$ cat src/fat_pkg.sv
// Shared types, widths and the arctangent table of the fiducial alignment transform.
package fat_pkg;

    localparam int XW = 64;   // CORDIC x/y datapath width
    localparam int ZW = 36;   // CORDIC angle accumulator width, Q24 degrees
    localparam int MW = 34;   // multiplier operand width

    typedef enum logic {
        CM_VECTOR,
        CM_ROTATE
    } cmode_t;

    // atan(2^-i) in Q24 degrees
    function automatic logic [29:0] atan_q24(input logic [4:0] i);
        logic [29:0] v;
        case (i)
            5'd0:  v = 30'd754974720;
            5'd1:  v = 30'd445687602;
            5'd2:  v = 30'd235489088;
            5'd3:  v = 30'd119537938;
            5'd4:  v = 30'd60000934;
            5'd5:  v = 30'd30029717;
            5'd6:  v = 30'd15018523;
            5'd7:  v = 30'd7509720;
            5'd8:  v = 30'd3754917;
            5'd9:  v = 30'd1877466;
            5'd10: v = 30'd938734;
            5'd11: v = 30'd469367;
            5'd12: v = 30'd234684;
            5'd13: v = 30'd117342;
            5'd14: v = 30'd58671;
            5'd15: v = 30'd29335;
            5'd16: v = 30'd14668;
            5'd17: v = 30'd7334;
            5'd18: v = 30'd3667;
            5'd19: v = 30'd1833;
            5'd20: v = 30'd917;
            5'd21: v = 30'd458;
            5'd22: v = 30'd229;
            5'd23: v = 30'd115;
            5'd24: v = 30'd57;
            5'd25: v = 30'd29;
            5'd26: v = 30'd14;
            5'd27: v = 30'd7;
            5'd28: v = 30'd4;
            5'd29: v = 30'd2;
            5'd30: v = 30'd1;
            default: v = 30'd0;
        endcase
        return v;
    endfunction

endpackage

$ cat src/fat_mul.sv
// Shared signed multiplier with registered product.
module fat_mul
    import fat_pkg::*;
(
    input  logic                   aclk,
    input  logic signed [MW-1:0]   a,
    input  logic signed [MW-1:0]   b,
    output logic signed [2*MW-1:0] p
);

    logic signed [2*MW-1:0] p_reg;

    always_ff @(posedge aclk) begin
        p_reg <= a * b;
    end

    assign p = p_reg;

endmodule

$ cat config.mk
export PLATFORM = sky130hd
export DESIGN_NAME = fat_mul
export DESIGN_NICKNAME = d
export VERILOG_FILES = /design/src/fat_pkg.sv /design/src/fat_mul.sv
export SDC_FILE = /design/constraint.sdc
export NUM_CORES = 2
export LEC_CHECK = 0
export ABC_CLOCK_PERIOD_IN_PS = 11900
export BUFFER_PORTS_ARGS = -buffer_cell sky130_fd_sc_hd__buf_2
export CAP_MARGIN = 20
export CORE_MARGIN = 2
export CORE_UTILIZATION = 30
export DETAILED_ROUTE_END_ITERATION = 10
export GPL_TIMING_DRIVEN = 0
export PLACE_DENSITY_LB_ADDON = 0.05
export SLEW_MARGIN = 20
export SYNTH_ARGS = -nofsm -noshare
export SYNTH_HDL_FRONTEND = slang
export SYNTH_SLANG_ARGS = --single-unit
$ cat constraint.sdc
create_clock -name aclk -period 11.9 [get_ports aclk]
set_input_delay 1.19 -clock aclk [delete_from_list [all_inputs] [get_ports aclk]]
set_output_delay 1.19 -clock aclk [all_outputs]
set_load 0.005 [all_outputs]
* After elaboration in Yosys (flattened, before gate mapping) *
Index checks and enable logic that the tools add are counted.

cells by class
  multiply operators = 1

operator list
  kind            count
  $mul 34x34->68  1

word-level totals
  output and inout bits = 68
  bits in registers = 68
  word-level logic and storage cells = 2
  bits of input ports = 69

* Longest topological paths before layout *
  depth after elaboration = 1
  mapped depth = 31
  gate-level depth less buffers = 29

* Least setup slack after synthesis *
No wires, ideal clock.

  path kind = input to register
  start = in a[33]
  end = reg p_reg[65] (netlist: p[65])
  required time = 11.828 ns
  arrival time = 8.608 ns
  setup slack = 3.220 ns
  buffers on the path = 2
  library setup time = 0.072 ns
  stages = 24
  cells stage by stage = clkbuf_1 -> nand2_1 -> inv_1 -> fa_1 -> fa_1 -> fa_1 -> fa_1 -> inv_1 -> fa_1 -> fa_1 -> fa_1 -> fa_1 -> inv_1 -> ha_1 -> clkdlybuf4s50_2 -> nand3_1 -> or2_2 -> nor2_1 -> a221oi_1 -> o21ai_0 -> a31oi_2 -> nor2_2 -> o41ai_2 -> xnor2_1

between the ends
  cells in the longest elaborated chain, start to end = 1

ends and longest elaborated chain
  what                  RTL line       RTL
  from (decl)           fat_mul.sv:6   input logic signed [MW-1:0] a,
  $mul 34x34->68        fat_mul.sv:14  p_reg <= a * b;
  to (signal assigned)  fat_mul.sv:14
  to (decl)             fat_mul.sv:11  logic signed [2*MW-1:0] p_reg;

No other way between the ends.

* Final worst setup path *
  start = in b[5]
  end = reg p_reg[64] (netlist: p[64])

between the ends
  cells in the longest elaborated chain, start to end = 1

ends and longest elaborated chain
  what            RTL line       RTL
  from (decl)     fat_mul.sv:7   input logic signed [MW-1:0] b,
  $mul 34x34->68  fat_mul.sv:14

No other way between the ends.

==> results.toml <==
[timing]
worst_max_slew_pin_slew_ps = 1320
timing.final.crit_period_ps = 10550
final.setup.tns_ps = 0
maxSlewHeadroom = 0.123
maxClockFrequency_ghz = 0.0948
finalSetupViolations = 0
timing.final.max_slew_violations = 0
period_share = 0.887
hold_viol = 0
rsz0062_at_grt = "false"

[synth]
post_synth_num_cell_types = 69
syn_nets = 6068
synth_largest_area_cell = "fa_1"
synth_async_sr_flop_share = 0
ys_dominant_reg_cell = "dfxtp_1"
synth_cells = 4554
ranking_of_synthesized_cells_by_instance_count = "fa_1, inv_1, and2_1, nand2_1, clkbuf_1"
synth_seq_cells = 68
synth_sequential_area_ratio = 0.0316
post_syn_area_per_cell_sq_um = 9.45
synthesis.yosys.warnings = 0
post_synth_instance_area_sq_mm = 0.0430
yosys.area.top_type_share = 0.577
synth-edff-count = 0
yosys.cell_count.top_type = "fa_1"
synth.area.top_cells = "fa_1, inv_1, and2_1"

[floorplan]
fp.dieW_um = 383
design.die.area_sq_mm = 0.146
core_area_sq_mm = 0.142
die-height_um = 383
pin_count = 137
effective_utilization_at_floorplan = 0.303
floorplan.rows = 138

[finish]
finish.utilization = 0.327
area_growth_pct = 8.01
largest_register_ff_count = 68
net_count_final = 6214
final_design_area_no_fill_sq_mm = 0.0465
drive_above_1_share = 0.0487
post_layout_nonfiller_instances = 6604

[place]
number_of_placed_instances_with_taps_included = 6577
io_buffers = 130
place_hpwl_um = 160000
gp_congestion = 0.952
placed_cell_area_sq_mm = 0.0461

[worst_setup_path]
timing.critical_path.required_ps = 12220
worstSetupEndpointType = "flop"
setup.worst_path.class = "in -> reg"
worst-endpoint-arrival_ps = 10870
cp_max_fo = 10
start_kind = "input port"

[global_routing]
use_met2 = 0.429
grt.total_usage = 0.264
grt_util_met3 = 0.0427
global_route.overflow_total = 0
antenna_found_initial = 46
grt_start_max_net_pins = 18
grt_busiest_layer = "met2"
first_global_vias = 34400
grtUsageMet1 = 0.357
global_route_wire_length_before_repair_um = 267000

[clock_network]
worst_setup_hold_path_clk_slew_ps = 80
cts-root-to-sink-buffers = 2
cts_resized = 0
number_of_h_tree_levels = 3
cts_made_buffers = 9
clk_root_buffer_cell = "clkbuf_16"
cts_tree = "done"
tritoncts_num_sinks = 68
cts_setup_buffers = 0
cts_hold_repair.buffers = 0

[detailed_routing]
routedWlPerCell_um = 28.3
drcViolationCount = 0
detail_route.vias_per_cell = 4.63
firstDrtPassIters = 5
dr_iter_0_viols = 1922
num_vias = 30600
drtAntennaViolNets = 0
finalWirelength_um = 187000

[hold_path]
worst_hold_path_type = "in -> reg"

[flow_run]
cap_violations = 0

[status]
result_of_the_run = "completed"
==> critical path, cell delays in order <==
cell and delay [ps]:
clkbuf_1 720, clkbuf_1 810, nand2_1 180, fa_1 510, fa_1 530, inv_1 160, fa_1 550, inv_1 70
fa_1 480, fa_1 550, inv_1 50, fa_1 540, fa_1 500, inv_1 50, fa_1 680, inv_1 90
ha_1 500, nand2_1 130, o41ai_2 1000, a21o_1 230, nand2_1 60, nand4b_1 370, a21bo_2 290, a21o_1 280
a311oi_2 140, xnor2_1 140
==> cells in the final DEF, fill, tap and decap left out, types with 6 or more instances in the layout <==
cell	synthesis	routed
a211oi_1	6	6
a21o_1	37	37
a21oi_1	61	61
a31oi_1	7	7
and2_1	621	621
buf_2	2	132
clkbuf_1	214	184
clkbuf_16	0	9
clkbuf_2	2	32
dfxtp_1	68	68
diode_2	0	9
fa_1	1241	1239
ha_1	204	203
inv_1	1231	1230
nand2_1	542	542
nand2b_1	20	20
nand3_1	11	11
nand4_1	11	11
nor2_1	54	54
nor2b_1	9	9
o21ai_0	31	31
o21ai_1	7	7
o21bai_1	12	12
xnor2_1	56	56
xor2_1	23	23
==> worst paths after layout <==
kind | from | end | slack [ps] | cells past startpoint
min | a[0] | p[0] | 1190 | 2
max | b[5] | p[64] | 1350 | 26
==> cell families (layout without fill, tap and decap cells) <==
logic type	count (synthesis)	in the layout	synth area share
compound gates	206	206	0.0335
xor+xnor	79	79	0.0161
fa+ha+maj	1445	1445	0.637
buf+inv	1460	1611	0.128
flops	68	68	0.0316
other cells	0	9	0
simple gates	1296	1296	0.154
==> layout make-up <==
class	count	area (sq um)
Antenna cell	9	22.5
Inverter	1232	4620
Tap cell	1890	2360
Clock inverter	7	75.1
Clock buffer	9	225
Multi-Input combinational cell	3026	36100
Fill cell	15200	95500
Sequential cell	68	1360
Buffer	228	938
Timing Repair Buffer	135	716
==> layer usage <==
metal / up-vias / wire length (um)
met2: 955 / 87300
met4: 10 / 7460
li1: 13100 / -
met5: - / 63
met1: 16300 / 80200
met3: 199 / 11800
==> stage by stage <==
| stage | hold WS (ps) | worst slack (ps) |
|---|---|---|
| finish | 1190 | 1350 |
| global route | 1170 | 1110 |
| CTS | 1140 | 1270 |
| detailed placement | 1570 | 812 |
| global placement | 1570 | 742 |
| floorplan | 1320 | 3220 |
Power is left out: the tool's default activity adds up to more than one toggle a clock period on the data nets, which glitch-free logic cannot reach.
